## config.mk

```make
export PLATFORM = sky130hd
export DESIGN_NAME = dccsm_exec
export DESIGN_NICKNAME = d
export VERILOG_FILES = /design/src/rtl/core/dccsm_pkg.sv /design/src/rtl/core/dccsm_exec.sv
export SDC_FILE = /design/constraint.sdc
export NUM_CORES = 1
export LEC_CHECK = 0
export ABC_AREA = 1
export BUFFER_PORTS_ARGS = -buffer_cell sky130_fd_sc_hd__buf_2
export CORE_ASPECT_RATIO = 1.1
export CORE_MARGIN = 3
export CORE_UTILIZATION = 56
export CTS_CLUSTER_DIAMETER = 120
export DETAILED_ROUTE_END_ITERATION = 16
export PLACE_DENSITY_LB_ADDON = 0.15
export SYNTH_ARGS = -nofsm -noshare
export SYNTH_HDL_FRONTEND = slang
export SYNTH_SLANG_ARGS = --single-unit
```

## constraint.sdc

```tcl
create_clock -name clock -period 10.7 [get_ports clock]
set_input_delay 3.21 -clock clock [delete_from_list [all_inputs] [get_ports clock]]
set_output_delay 3.21 -clock clock [all_outputs]
set_load 0.03 [all_outputs]
```

## src/rtl/core/dccsm_pkg.sv

```systemverilog
package dccsm_pkg;

   // CV store geometry
   localparam int CV_DEPTH  = 1024;
   localparam int CV_AW     = $clog2(CV_DEPTH);
   localparam int CV_ADDR_W = 11;
   localparam logic [CV_AW-1:0]     CV_LAST     = CV_AW'(CV_DEPTH - 1);
   localparam logic [CV_ADDR_W-1:0] CV_ADDR_MAX = CV_ADDR_W'(CV_DEPTH);

   // packet kinds carried in the request sideband
   typedef enum logic [1:0] {
      OP_PAGED      = 2'd0,
      OP_DIRECT     = 2'd1,
      OP_CLEAR_ONCE = 2'd2,
      OP_IGNORE     = 2'd3
   } opcode_type;

   // paged register codes (byte0 bits 2:0, with bit 2 set)
   localparam logic [2:0] REG_CV29 = 3'd4;
   localparam logic [2:0] REG_PAGE = 3'd5;
   localparam logic [2:0] REG_CV7  = 3'd6;
   localparam logic [2:0] REG_CV8  = 3'd7;

   // fixed CV numbers behind the paged fixed registers
   localparam logic [CV_ADDR_W-1:0] CV_NUM_29 = 11'd29;
   localparam logic [CV_ADDR_W-1:0] CV_NUM_7  = 11'd7;
   localparam logic [CV_ADDR_W-1:0] CV_NUM_8  = 11'd8;

   // direct instruction codes (byte0 bits 3:2)
   localparam logic [1:0] DIR_VERIFY = 2'b01;
   localparam logic [1:0] DIR_BIT    = 2'b10;
   localparam logic [1:0] DIR_WRITE  = 2'b11;

   // bit-operation byte: top three bits must all be set
   localparam logic [2:0] BIT_OP_TAG = 3'b111;

   // once-only flag positions
   localparam int ONCE_PAGE   = 0;
   localparam int ONCE_VERIFY = 1;
   localparam int ONCE_WRITE  = 2;

   typedef struct packed {
      opcode_type op;
      logic [7:0] b3;
      logic [7:0] b2;
      logic [7:0] b1;
      logic [7:0] b0;
   } req_item_type;

   typedef struct packed {
      logic             en;
      logic [CV_AW-1:0] idx;
      logic [7:0]       data;
   } cv_wr_type;

   typedef struct packed {
      logic [7:0]           cv_data;
      logic [CV_ADDR_W-1:0] cv_address;
      logic                 cv_write;
      logic                 ack_off;
      logic                 ack_pulse;
   } rsp_item_type;

   // CV number addressed by a packet; 0 where the packet names no CV
   function automatic logic [CV_ADDR_W-1:0] cv_addr(opcode_type op, logic [7:0] b0,
                                                     logic [7:0] b1, logic [7:0] page);
      logic [7:0]           pm1;
      logic [CV_ADDR_W-1:0] a;
      // page 0 wraps to 255 here, which is page 256
      pm1 = page - 8'd1;
      a   = '0;
      case (op)
         OP_PAGED: begin
            if (!b0[2]) begin
               a = {1'b0, pm1, b0[1:0]} + 11'd1;
            end else begin
               case (b0[2:0])
                  REG_CV29: a = CV_NUM_29;
                  REG_CV7:  a = CV_NUM_7;
                  REG_CV8:  a = CV_NUM_8;
                  default:  a = '0;
               endcase
            end
         end
         OP_DIRECT: a = {1'b0, b0[1:0], b1} + 11'd1;
         default:   a = '0;
      endcase
      return a;
   endfunction

   function automatic logic cv_in_range(logic [CV_ADDR_W-1:0] a);
      return (a != '0) && (a <= CV_ADDR_MAX);
   endfunction

endpackage

```

## src/rtl/core/dccsm_exec.sv

```systemverilog
module dccsm_exec (
   input  logic                           clock,
   input  logic                           reset,
   input  logic                           s1_valid,
   input  logic                           retire,
   input  dccsm_pkg::req_item_type        item,
   input  logic [dccsm_pkg::CV_ADDR_W-1:0] addr,
   input  logic                           in_range,
   input  logic [7:0]                     rd_data,
   output logic [7:0]                     page_nx,
   output dccsm_pkg::cv_wr_type           wr,
   output dccsm_pkg::rsp_item_type        result
);
   import dccsm_pkg::*;

   logic [7:0] last_packet_ff [4];
   logic [7:0] last_packet_in [4];
   logic [7:0] page_ff, page_in;
   logic [2:0] once_ff, once_in;
   logic       acked_ff, acked_in;

   logic                 ack;
   logic                 do_write;
   logic [7:0]           wdata;
   logic [7:0]           cur;
   logic [7:0]           mask;
   logic [CV_ADDR_W-1:0] idx_full;
   logic                 rep3;
   logic                 rep4;

   assign idx_full = addr - 11'd1;
   assign cur      = in_range ? rd_data : 8'h00;
   assign mask     = 8'd1 << item.b2[2:0];
   assign rep3     = (item.b0 == last_packet_ff[0]) && (item.b1 == last_packet_ff[1]) &&
                     (item.b2 == last_packet_ff[2]);
   assign rep4     = rep3 && (item.b3 == last_packet_ff[3]);

   // packet decode and next state
   always_comb begin
      last_packet_in = last_packet_ff;
      page_in        = page_ff;
      once_in        = once_ff;
      acked_in       = acked_ff;
      ack            = 1'b0;
      do_write       = 1'b0;
      wdata          = 8'h00;
      result         = '0;
      if (s1_valid) begin
         case (item.op)
            OP_PAGED: begin
               if (!rep3) begin
                  last_packet_in[0] = item.b0;
                  last_packet_in[1] = item.b1;
                  last_packet_in[2] = item.b2;
                  acked_in          = 1'b0;
               end else if (!item.b0[2]) begin
                  // data register through the page register
                  if (item.b0[3]) begin
                     do_write            = 1'b1;
                     wdata               = item.b1;
                     once_in[ONCE_WRITE] = 1'b1;
                     ack                 = 1'b1;
                  end else if (item.b1 == cur) begin
                     once_in[ONCE_VERIFY] = 1'b1;
                     ack                  = 1'b1;
                  end
               end else if (item.b0[2:0] == REG_PAGE) begin
                  if (!once_ff[ONCE_PAGE]) begin
                     page_in            = item.b1;
                     once_in[ONCE_PAGE] = 1'b1;
                     ack                = 1'b1;
                  end
               end else if (item.b0[3]) begin
                  // fixed register write: stored always, acked once
                  do_write = 1'b1;
                  wdata    = item.b1;
                  if (!once_ff[ONCE_WRITE]) begin
                     once_in[ONCE_WRITE] = 1'b1;
                     ack                 = 1'b1;
                  end
               end else if ((item.b1 == cur) && !once_ff[ONCE_VERIFY]) begin
                  once_in[ONCE_VERIFY] = 1'b1;
                  ack                  = 1'b1;
               end
            end
            OP_DIRECT: begin
               if (!rep4) begin
                  last_packet_in[0] = item.b0;
                  last_packet_in[1] = item.b1;
                  last_packet_in[2] = item.b2;
                  last_packet_in[3] = item.b3;
                  acked_in          = 1'b0;
                  result.ack_off    = 1'b1;
               end else if (!acked_ff) begin
                  case (item.b0[3:2])
                     DIR_BIT: begin
                        if (item.b2[7:5] == BIT_OP_TAG) begin
                           if (item.b2[4]) begin
                              do_write = 1'b1;
                              wdata    = item.b2[3] ? (cur | mask) : (cur & ~mask);
                              ack      = 1'b1;
                           end else if (item.b2[3]) begin
                              ack = ((cur & mask) != 8'h00);
                           end else begin
                              ack = ((cur & mask) == 8'h00);
                           end
                        end
                     end
                     DIR_VERIFY: ack = (item.b2 == cur);
                     DIR_WRITE: begin
                        do_write = 1'b1;
                        wdata    = item.b2;
                        ack      = 1'b1;
                     end
                     default: ack = 1'b0;
                  endcase
               end
            end
            OP_CLEAR_ONCE: once_in = '0;
            default:       once_in = once_ff;
         endcase
      end
      // CV write report, dropped beyond the store
      if (do_write && in_range) begin
         result.cv_write   = 1'b1;
         result.cv_address = addr;
         result.cv_data    = wdata;
      end
      if (ack) begin
         result.ack_pulse = 1'b1;
         acked_in         = 1'b1;
      end
   end

   assign page_nx = page_in;
   assign wr.en   = retire && do_write && in_range;
   assign wr.idx  = idx_full[CV_AW-1:0];
   assign wr.data = wdata;

   // state commit on retire
   always_ff @(posedge clock) begin
      if (reset) begin
         for (int i = 0; i < 4; i++) begin
            last_packet_ff[i] <= 8'h00;
         end
         page_ff  <= 8'h00;
         once_ff  <= 3'b000;
         acked_ff <= 1'b0;
      end else if (retire) begin
         last_packet_ff <= last_packet_in;
         page_ff        <= page_in;
         once_ff        <= once_in;
         acked_ff       <= acked_in;
      end
   end

endmodule

```

Word-level counts from Yosys, hierarchy flattened. Index checks and enable logic that the tools add are counted.

Add/subtract/negate cells: 1. Eq/ne operators: 25. Shift-type cells: 1. Multiplexer cells: 71. Bitwise logic cells: 5. Reduce and logical (&&, ||, !) cells: 21.

Operators with widths (count): 2-to-1 mux 8 bit (17); == test 8 bit (6); case mux 24 bit (2 select lines) (1); 2-to-1 mux 1 bit (39); 2-to-1 mux 32 bit (1); case mux 8 bit (2 select lines) (2); 2-to-1 mux 24 bit (1); != test 3 bit (second input constant) (7); 2-to-1 mux 20 bit (1); AND 8 bit (2); AND reduction 5 bit (3); != test 2 bit (second input constant) (5); subtractor 10 x 1 -> 10 bit (second input constant) (1); AND reduction 9 bit (1); zero test 8 bit (1); inverter 8 bit (1); OR 8 bit (1); case mux 1 bit (2 select lines) (4); nonzero test 8 bit (1); << shifter 1 x 3 -> 8 bit (first input constant) (1); logical AND 1 bit (7); == test 2 bit (second input constant) (3); == test 3 bit (second input constant) (2); case mux 3 bit (2 select lines) (1); other kinds (11) (15).

Register bits: 44. Input bits: 58. Logic and storage cells: 133.

Logic depth before layout (Yosys ltp). Gate-level depths: netlist of the first run.

Word-level depth: 13. Mapped depth: 15. Mapped depth without buffers: 15.

Worst setup path before layout of the first run. Ideal clock, no wire load.

Kind: input -> output. Start: input port item[18] in the netlist's numbering. End: output port result[15] in the netlist's numbering. Arrival time: 5.303 ns. Data required time: 7.490 ns. Path slack: 2.187 ns. Stages on the path: 10. Buffers on the path: 1. Cell sequence: buf_2 xor2_1 nor2_1 nand2_1 nor2_4 nand3_1 inv_1 nand2_1 a21oi_1 nor2b_1.

RTL lines: start: declaration (RTL line dccsm_exec.sv:6) `input dccsm_pkg::req_item_type item,`; end: declaration (RTL line dccsm_exec.sv:12) `output dccsm_pkg::rsp_item_type result`.

==> flow_summary.toml, run 1 <==
[status]
status = "completed"

[floorplanning]
initial_core_util_pct = 59.70
rows = 28
fp.dieArea_mm2 = 0.006859
die_w_um = 79.24
core_area_mm2 = 0.005535
pin_count = 107
die_h_um = 86.57

[clock_tree]
clkLatencyLatePin_ns = 0.29
cts-buffers-inserted = 5
post_cts_resized = 0
post-cts-setup-buffer-count = 0
cts_tree = "built"
h-tree-depth = 2
clk_pin_slew_worst_paths_ns = 0.08
clockRootBuffer = "clkbuf_8"
cts_buffer_depth = 2
cts_hold_buffers = 0
cts.sinks = 44

[route]
drcViolationCount = 0
firstDrtPassIters = 5
drtIter0Drc = 270
routed_via_density = 5.310
ant_nets = 0
vias = 3781
wirelength_mm = 9.487
wl_per_cell_um = 13.32

[setup_path]
start_kind = "input pin"
startpoint = "item[2]"
rrSetupSlack_ns = 8.33
worstSetupPathType = "in2out"
path_max_fanout = 14
reg2regPathDepth = 12
r2r_start = "last_packet_ff[24]"
r2r_end = "last_packet_ff[8]"
end_kind = "primary output"
cp-endpoint = "wr[18]"
critPathRequiredTime_ns = 7.49
crit_arrival_ns = 5.24

[synth]
synthCells = 540
synth_edf_count = 0
syn-num-nets = 599
synth-seq-area-share_pct = 26.66
synth_ff_type = "dfxtp_1"
syn_avg_cell_area_um2 = 6.119
synth_most_common_cell = "nand2_1"
netlist-cell-type-count = 33
yosysTopAreaCellShare_pct = 26.66
syn-cell-area_mm2 = 0.003304
ys_top_cells_by_count = "128 x nand2_1, 72 x inv_1, 63 x nor2_1"
synth-async-reset-ratio_pct = 0
yosys.area.top_type = "dfxtp_1"
synth-seq-cells = 44
synth.yosys.warnings = 0
synthTopCellsByArea = "dfxtp_1 27%, nand2_1 15%, inv_1 8.2%, a21oi_1 7.3%, nor2_1 7.2%"

[run]
maxCapViolations = 0

[global_routing]
grt_pass1_wl_mm = 15.44
grt.total_usage_pct = 27.70
grt_pass1_vias = 3434
grt_max_degree = 36
grt_remaining_overflow = 0
antenna_found_initial = 0

[power_and_ir_drop]
power.total_mw = 0.4216
cellLeakagePower_nw = 2.060
p_per_area_mw_per_mm2 = 106.0
irDropWorstVdd_mv = 0.08127

[placed_design]
preCtsSetupSlack_ns = 2.245
place_inst = 705
port_buffers = 106
dpl_cell_area_mm2 = 0.003849
place_congestion = 0.9647
dpl.hpwl_mm = 7.416

[layout]
instances_no_fill = 712
nNetsFinal = 696
syn_to_final_growth_pct = 20.37
antenna_cells = 0
design_area_mm2 = 0.003978
drive_gt1_share_pct = 21.35
final_util_pct = 71.86

[timing]
period_needed_ns = 8.453
slew_viol_final = 0
clock.fmax_mhz = 118.3
finalHoldViolCount = 0
whs_ns = 0.4649
rsz0062_at_grt = "false"
finalSetupViolations = 0
finalSetupTns_ns = 0
slew_headroom_pct = 22.51
fin_crit_sh_pct = 79.00
worst_clock_skew_ns = 0.001703
worst_slack_ns = 2.247
tightest_slew_ns = 1.161

[hold_path]
min_path_type = "reg2reg"
-- placed cells by master, fill, tap and decap left out, types with 3 or more instances in the layout --
master / count
xor2_1: 24
nor2_1: 63
o21ai_1: 15
a21oi_1: 48
o21ai_0: 38
nor3_1: 3
buf_2: 106
inv_1: 72
dfxtp_1: 44
nor2_2: 11
clkbuf_8: 5
nor2b_1: 6
nand4_1: 6
nand3_1: 25
o22ai_1: 10
xnor2_1: 14
nand2_1: 128
-- worst max-delay path: stages --
cell	delay (ns)
buf_2	0.13
inv_2	0.11
nand2_1	0.06
nand2_1	0.05
nand2_1	0.05
nor2_1	0.09
nand2_1	0.12
nor2_4	0.21
nand4_4	0.15
nor2_8	0.18
nand2_2	0.07
nand2_2	0.07
nand3_2	0.31
nor2_1	0.20
buf_2	0.22
-- layer usage --
| layer | part of all wire, % | GRT usage (%) | vias up | routed length (um) |
|---|---|---|---|---|
| li1 | - | - | 1917 | - |
| met1 | 41 | 35.23 | 1697 | 3897 |
| met2 | 51 | 48.16 | 147 | 4826 |
| met3 | 6.2 | 3.950 | 20 | 586 |
| met4 | 1.9 | 9.063 | 0 | 176 |
| met5 | 0 | 0 | - | 0 |
-- kinds of logic (layout without fill, tap and decap cells) --
group / Yosys count / after routing / share of synthesized area [%]
AOI/OAI and AO/OA: 114 / 114 / 17.87
xor gates and xnor gates: 38 / 38 / 10.07
adders and majority gates: 1 / 1 / 0.3786
buffers and inverters: 90 / 187 / 10.83
DFF: 44 / 44 / 26.66
and+or+nand+nor: 253 / 253 / 34.19
-- where the power goes --
part / switching [mW] / internal (mW) / total (mW) / leakage, nW
Clock: 0.0589 / 0.0920 / 0.151 / 0.0642
Combinational: 0.0618 / 0.0327 / 0.0945 / 1.64
Sequential: 0.00494 / 0.171 / 0.176 / 0.360
Total: 0.126 / 0.296 / 0.422 / 2.06
-- layout make-up --
type | count | area [um2]
clock buffer | 5 | 68.82
multi-input combinational | 406 | 2066
clock inverter | 2 | 60.06
inverter | 74 | 277.8
tap | 75 | 93.84
fill | 521 | 1558
sequential | 44 | 880.8
timing repair buffer | 106 | 530.5
-- flip-flops by register name, indices dropped and copies added, names as in the netlist --
name	cells
last_packet_ff	32
page_ff	8
once_ff	3
acked_ff	1
-- how the worst min path moves through the flow --
stage / end / slack [ns] / start / depth (start not counted)
floorplan: once_ff[2] / 0.43 / once_ff[2] / 2
detailed placement: once_ff[2] / 0.45 / once_ff[2] / 2
global placement: once_ff[2] / 0.45 / once_ff[2] / 2
CTS: once_ff[2] / 0.47 / once_ff[2] / 2
global route: once_ff[2] / 0.49 / once_ff[2] / 2
finish: once_ff[2] / 0.46 / once_ff[2] / 2
Note: power is estimated with default switching activity, not from simulation.
==> inputs of run 2 (changes only) <==
Settings changed: ABC_AREA 1 to 0, CORE_UTILIZATION 56 to 52.
Clock period 10.7 ns to 8.2 ns, I/O delays scaled along.
==> run 2 against run 1 <==
Sequential power rose by 26%. Worst hold slack gained 0.012 ns. Sequential cell count did not move. First-iteration DRC count fell by 55%. Critical path depth down 6. Clock skew increased by 0.0044 ns. Cell area increased by 1.6%. Critical path type unchanged. Largest power group unchanged.
==> flow_summary.toml, run 2 <==
[synth]
synth_most_common_cell = "nor2_1"
synthXorXnorAreaFrac_pct = 11.75
synth_compound_gate_area_share_pct = 15.08
syn-cell-area_mm2 = 0.003418
syn-num-nets = 489
netlist-cell-type-count = 60
synth_edf_count = 0
synthAdderAreaFrac_pct = 0.3660
yosys.area_share.simple_pct = 25.22
syn_avg_cell_area_um2 = 7.949
yosys.area.top_type = "dfxtp_1"
synth-seq-cells = 44
yosysTopAreaCellShare_pct = 25.77
synth-seq-area-share_pct = 25.77
synthTopCellsByArea = "dfxtp_1 26%, mux2i_1 13%, nor2_1 8.0%, xnor2_1 7.4%, xor2_1 3.8%"
synthCells = 430
synth_top_family_by_area = "simple AND/OR/NAND/NOR gates"
ys_top_cells_by_count = "73 x nor2_1, 44 x dfxtp_1, 43 x mux2i_1"
synth-async-reset-ratio_pct = 0
synth_ff_type = "dfxtp_1"
synthMuxAreaShare_pct = 15.89
synth.yosys.warnings = 0

[setup_path]
r2r_start = "last_packet_ff[26]"
rrSetupSlack_ns = 5.67
end_kind = "primary output"
start_kind = "input pin"
reg2regPathDepth = 7
worst_path_max_delay_cell = "a21oi_1"
crit_buf_inv = 2
critPathTopFamily = "simple AND/OR/NAND/NOR gates"
r2r_end = "page_ff[3]"
cpMostUsedCell = "buf_2"
crit_cells = 9
max_stage_delay_ns = 0.53
cp-endpoint = "result[8]"
startpoint = "item[19]"
worstSetupPathType = "in2out"
path_cells = "buf_2 -> xnor2_1 -> nand4_1 -> nor4_4 -> and4bb_2 -> nand3_1 -> a21oi_1 -> and2_1 -> buf_2"
path_max_fanout = 17
crit_arrival_ns = 4.86
critPathRequiredTime_ns = 5.74

[layout]
n_fill_cell = 605
largest_registers = "last_packet_ff (32), page_ff (8), once_ff (3)"
mostFrequentLayoutCells = "106 x buf_2, 73 x nor2_1, 44 x dfxtp_1, 43 x mux2i_1, 32 x nand2_1"
nNetsFinal = 568
multi_input_comb_area_mm2 = 0.002354
syn_to_final_growth_pct = 18.19
largest_register_ffs = 32
register_area_um2 = 880.8
final_common_cell = "buf_2"
final_util_pct = 64.45
instances_no_fill = 590
antenna_cells = 0
drive_gt1_share_pct = 27.65
top_register = "last_packet_ff"

[timing]
finalHoldViolCount = 0
period_needed_ns = 7.324
tightest_slew_ns = 0.7716
fin_crit_sh_pct = 89.31
worst_clock_skew_ns = 0.006070
finalSetupTns_ns = 0
slew_headroom_pct = 48.56
rsz0062_at_grt = "false"
clock.fmax_mhz = 136.5
finalSetupViolations = 0
worst_slack_ns = 0.8763
slew_viol_final = 0

[placed_design]
dpl.hpwl_mm = 7.002
preCtsSetupSlack_ns = 0.8688
port_buffers = 106
place_congestion = 0.9501
place_inst = 582

[route]
ant_nets = 0
highest_layer = "met4"
drtIter0Drc = 121
route.met2.wl_mm = 4.555
routed_via_density = 5.673
wl_met1_mm = 4.037
wirelength_mm = 9.300
route.met3.wl_um = 496
firstDrtPassIters = 4
vias = 3347
wl_per_cell_um = 15.76
drcViolationCount = 0

[clock_tree]
clockRootBuffer = "clkbuf_8"
post_cts_resized = 0
cts_tree = "built"
cts-buffers-inserted = 5
cts_buffer_depth = 2
h-tree-depth = 2
cts.sinks = 44
cts_hold_buffers = 0
post-cts-setup-buffer-count = 0
clkLatencyLatePin_ns = 0.29
clk_pin_slew_worst_paths_ns = 0.08

[global_routing]
grt_remaining_overflow = 0
grt.total_usage_pct = 24.14
grt_pass1_vias = 3140
grt_pass1_wl_mm = 15.24
antenna_found_initial = 0
grt_max_degree = 44

[power_and_ir_drop]
cellLeakagePower_nw = 1.792
p_per_area_mw_per_mm2 = 127.2
power.total_mw = 0.5140
irDropWorstVdd_mv = 0.1502

[floorplanning]
initial_core_util_pct = 54.53
die_w_um = 83.31
core_area_mm2 = 0.006269
pin_count = 107
die_h_um = 91.04
rows = 30
fp.dieArea_mm2 = 0.007584

[run]
maxCapViolations = 0

[status]
status = "completed"

[hold_path]
min_path_type = "reg2reg"
## run 2: cell types whose count changed in the layout (fill, tap and decap cells not counted), moves of 20 or more
cell     delta
nand3_1    -20
o21ai_0    -25
nand2_1    -96
a21oi_1    -37
mux2i_1    +43
inv_1      -61
## run 2: logic make-up after synthesis
| kind of cell | Yosys count |
|---|---|
| AND/OR/NAND/NOR | 170 |
| XOR/XNOR | 45 |
| AO/OA/AOI/OAI | 71 |
| adder cells (fa/ha/maj) | 1 |
| flip-flops | 44 |
| buffers and inverters | 46 |
| multiplexers | 53 |
## run 2: final cells by class
class                   count  area share (%)
clock inverters             1          0.7433
flip-flops and latches     44           21.80
repair buffers            107           13.32
well taps                  80           2.478
multi-input cells         340           58.25
clock buffers               7           2.385
inverters                  11           1.022
## run 2: routing by layer
metal	up-vias	GRT usage, %
met4	0	8.174
met2	103	41.51
li1	1662	-
met5	-	0
met1	1565	30.81
met3	17	3.448
## run 2: power breakdown
group	leakage, nW	switching [mW]	internal (mW)	total, mW
registers	0.356	0.00338	0.219	0.222
clock network	0.0645	0.0699	0.107	0.177
logic	1.37	0.0708	0.0438	0.115
## run 2: how the worst min path moves through the flow
stage / start / end / slack (ns) / cells past startpoint
after floorplan: once_ff[1] / once_ff[1] / 0.44 / 1
after global placement: once_ff[0] / once_ff[0] / 0.45 / 1
after detailed placement: once_ff[0] / once_ff[0] / 0.46 / 1
after CTS: once_ff[0] / once_ff[0] / 0.48 / 1
after global routing: once_ff[0] / once_ff[0] / 0.49 / 1
final: once_ff[0] / once_ff[0] / 0.48 / 1
## run 2: stage by stage
stage / hold slack (ns) / area, um2
floorplan: 0.4402 / 3418
global placement: 0.4522 / 3914
detailed placement: 0.4593 / 3914
CTS: 0.4774 / 4040
global route: 0.4864 / 4040
finish: 0.4765 / 4040
==> inputs of run 3 (changes only) <==
Settings changed: ABC_AREA 0 to 1.
==> run 3 against run 2 <==
Worst hold slack got worse by 0.0083 ns. Cell area shrank 2.0%. Total power increased by 0.83%. Worst setup slack gained 0.40 ns. First-iteration DRC count up 65%. Combinational power increased by 6%. Clock skew grew 0.0030 ns. Sequential power up 4%.
==> flow_summary.toml, run 3 (synthesized netlist as in run 1, its figures left out) <==
[status]
status = "completed"

[route]
firstDrtPassIters = 5
routed_via_density = 5.197
ant_nets = 0
vias = 3716
wirelength_mm = 9.233
drcViolationCount = 0
drtIter0Drc = 200
wl_per_cell_um = 12.91

[setup_path]
path_max_fanout = 14
worst_path_max_delay_cell = "nand3_2"
end_kind = "primary output"
crit_arrival_ns = 4.46
max_stage_delay_ns = 0.33
worstSetupPathType = "in2out"
path_cells = "buf_2 -> inv_2 -> nand2_1 -> nand2_1 -> nand2_1 -> nor2_1 -> nand2_1 -> nor2_4 -> nand4_4 -> nor2_8 -> nand2_2 -> nand2_2 -> nand3_2 -> nor2_1 -> buf_2"
critPathTopFamily = "simple AND/OR/NAND/NOR gates"
start_kind = "input pin"
critPathRequiredTime_ns = 5.74
crit_buf_inv = 3
cpMostUsedCell = "nand2_1"

[layout]
largest_register_ffs = 32
register_area_um2 = 880.8
drive_gt1_share_pct = 21.32
antenna_cells = 0
multi_input_comb_area_mm2 = 0.002066
top_register = "last_packet_ff"
mostFrequentLayoutCells = "128 x nand2_1, 106 x buf_2, 72 x inv_1, 63 x nor2_1, 48 x a21oi_1"
final_common_cell = "nand2_1"
nNetsFinal = 696
largest_registers = "last_packet_ff (32), page_ff (8), once_ff (3)"
syn_to_final_growth_pct = 19.80
n_fill_cell = 570
final_util_pct = 66.53

[clock_tree]
cts.sinks = 44
clk_pin_slew_worst_paths_ns = 0.08
clkLatencyLatePin_ns = 0.30
clockRootBuffer = "clkbuf_8"
post-cts-setup-buffer-count = 0
h-tree-depth = 2
cts-buffers-inserted = 5
post_cts_resized = 0
cts_hold_buffers = 0
cts_buffer_depth = 2
cts_tree = "built"

[timing]
finalHoldViolCount = 0
fin_crit_sh_pct = 84.39
whs_ns = 0.4682
rsz0062_at_grt = "false"
slew_viol_final = 0
finalSetupTns_ns = 0
period_needed_ns = 6.920
slew_headroom_pct = 21.23
tightest_slew_ns = 1.180
finalSetupViolations = 0
worst_clock_skew_ns = 0.009115
clock.fmax_mhz = 144.5

[power_and_ir_drop]
p_clk_share_pct = 32.1
swShare_pct = 31.17
p_int_mw = 0.3567
p_per_area_mw_per_mm2 = 130.9
irDropWorstVdd_mv = 0.07713
cellLeakagePower_nw = 2.051
p_sw_mw = 0.1615
comb_power_share_pct = 23.6
p_seq_share_pct = 44.3

[floorplanning]
die_h_um = 89.61
fp.dieArea_mm2 = 0.007348
die_w_um = 82.01
pin_count = 107
core_area_mm2 = 0.005951
initial_core_util_pct = 55.53
rows = 29

[global_routing]
antenna_found_initial = 0
grt_pass1_wl_mm = 14.63
grt_remaining_overflow = 0
grt_pass1_vias = 3277
grt_max_degree = 36
grt.total_usage_pct = 24.98

[placed_design]
dpl.hpwl_mm = 7.265
port_buffers = 106
place_congestion = 0.9136

[hold_path]
min_path_type = "reg2reg"

[run]
maxCapViolations = 0
run 3: cell count changes in the layout (fill, tap and decap cells not counted), moves of 20 or more:
cell and change:
a21oi_1 +37, inv_1 +61, mux2i_1 -43, nand2_1 +96
nand3_1 +20, o21ai_0 +25
run 3: area by class of cell:
type	instances	area share [%]
timing repair buffer	106	13.40
clock buffer	6	1.833
clock inverter	2	0.8850
inverter	74	7.016
sequential	44	22.25
multi-input combinational	406	52.18
tap	77	2.434
run 3: worst min-delay path, delay by kind of cell (launching register included):
kind / cells / cell delay, ns
DFF: 1 / 0.32
AOI/OAI and AO/OA: 1 / 0.05
buffers and inverters: 1 / 0.05
run 3: per-layer routing:
metal / global-route usage (%) / part of all wire [%] / vias to the layer above
met5: 0 / 0 / -
met1: 31.35 / 43 / 1658
met4: 9.668 / 2.4 / 0
met2: 42.91 / 48 / 128
met3: 3.892 / 6.5 / 23
li1: - / - / 1907
run 3: worst paths after layout:
path,startpoint,endpoint,slack (ns),cells past startpoint
setup reg to reg,last_packet_ff[24],last_packet_ff[27],5.93,12
setup / recovery,item[2],result[4],1.28,15
hold / removal,once_ff[2],once_ff[2],0.47,2
hold reg to reg,once_ff[2],once_ff[2],0.47,2
run 3: power by group through the flow:
stage,logic [mW],clock network [mW],registers [mW]
6_report,0.122,0.166,0.230
5_1_grt,0.137,0.176,0.231
4_1_cts,0.122,0.170,0.230
3_5_place_dp,0.121,0,0.235
3_3_place_gp,0.119,0,0.234
2_1_floorplan,0.0816,0,0.233
run 3: per-stage QoR:
stage	cells	cell area [um2]	total power, mW	worst slack (ns)
finish	715	3959	0.5182	1.280
global route	715	3959	0.5444	1.029
global placement	707	3851	0.3537	1.375
detailed placement	707	3851	0.3556	1.284
floorplan	540	3304	0.3148	1.187
CTS	715	3959	0.5214	1.282
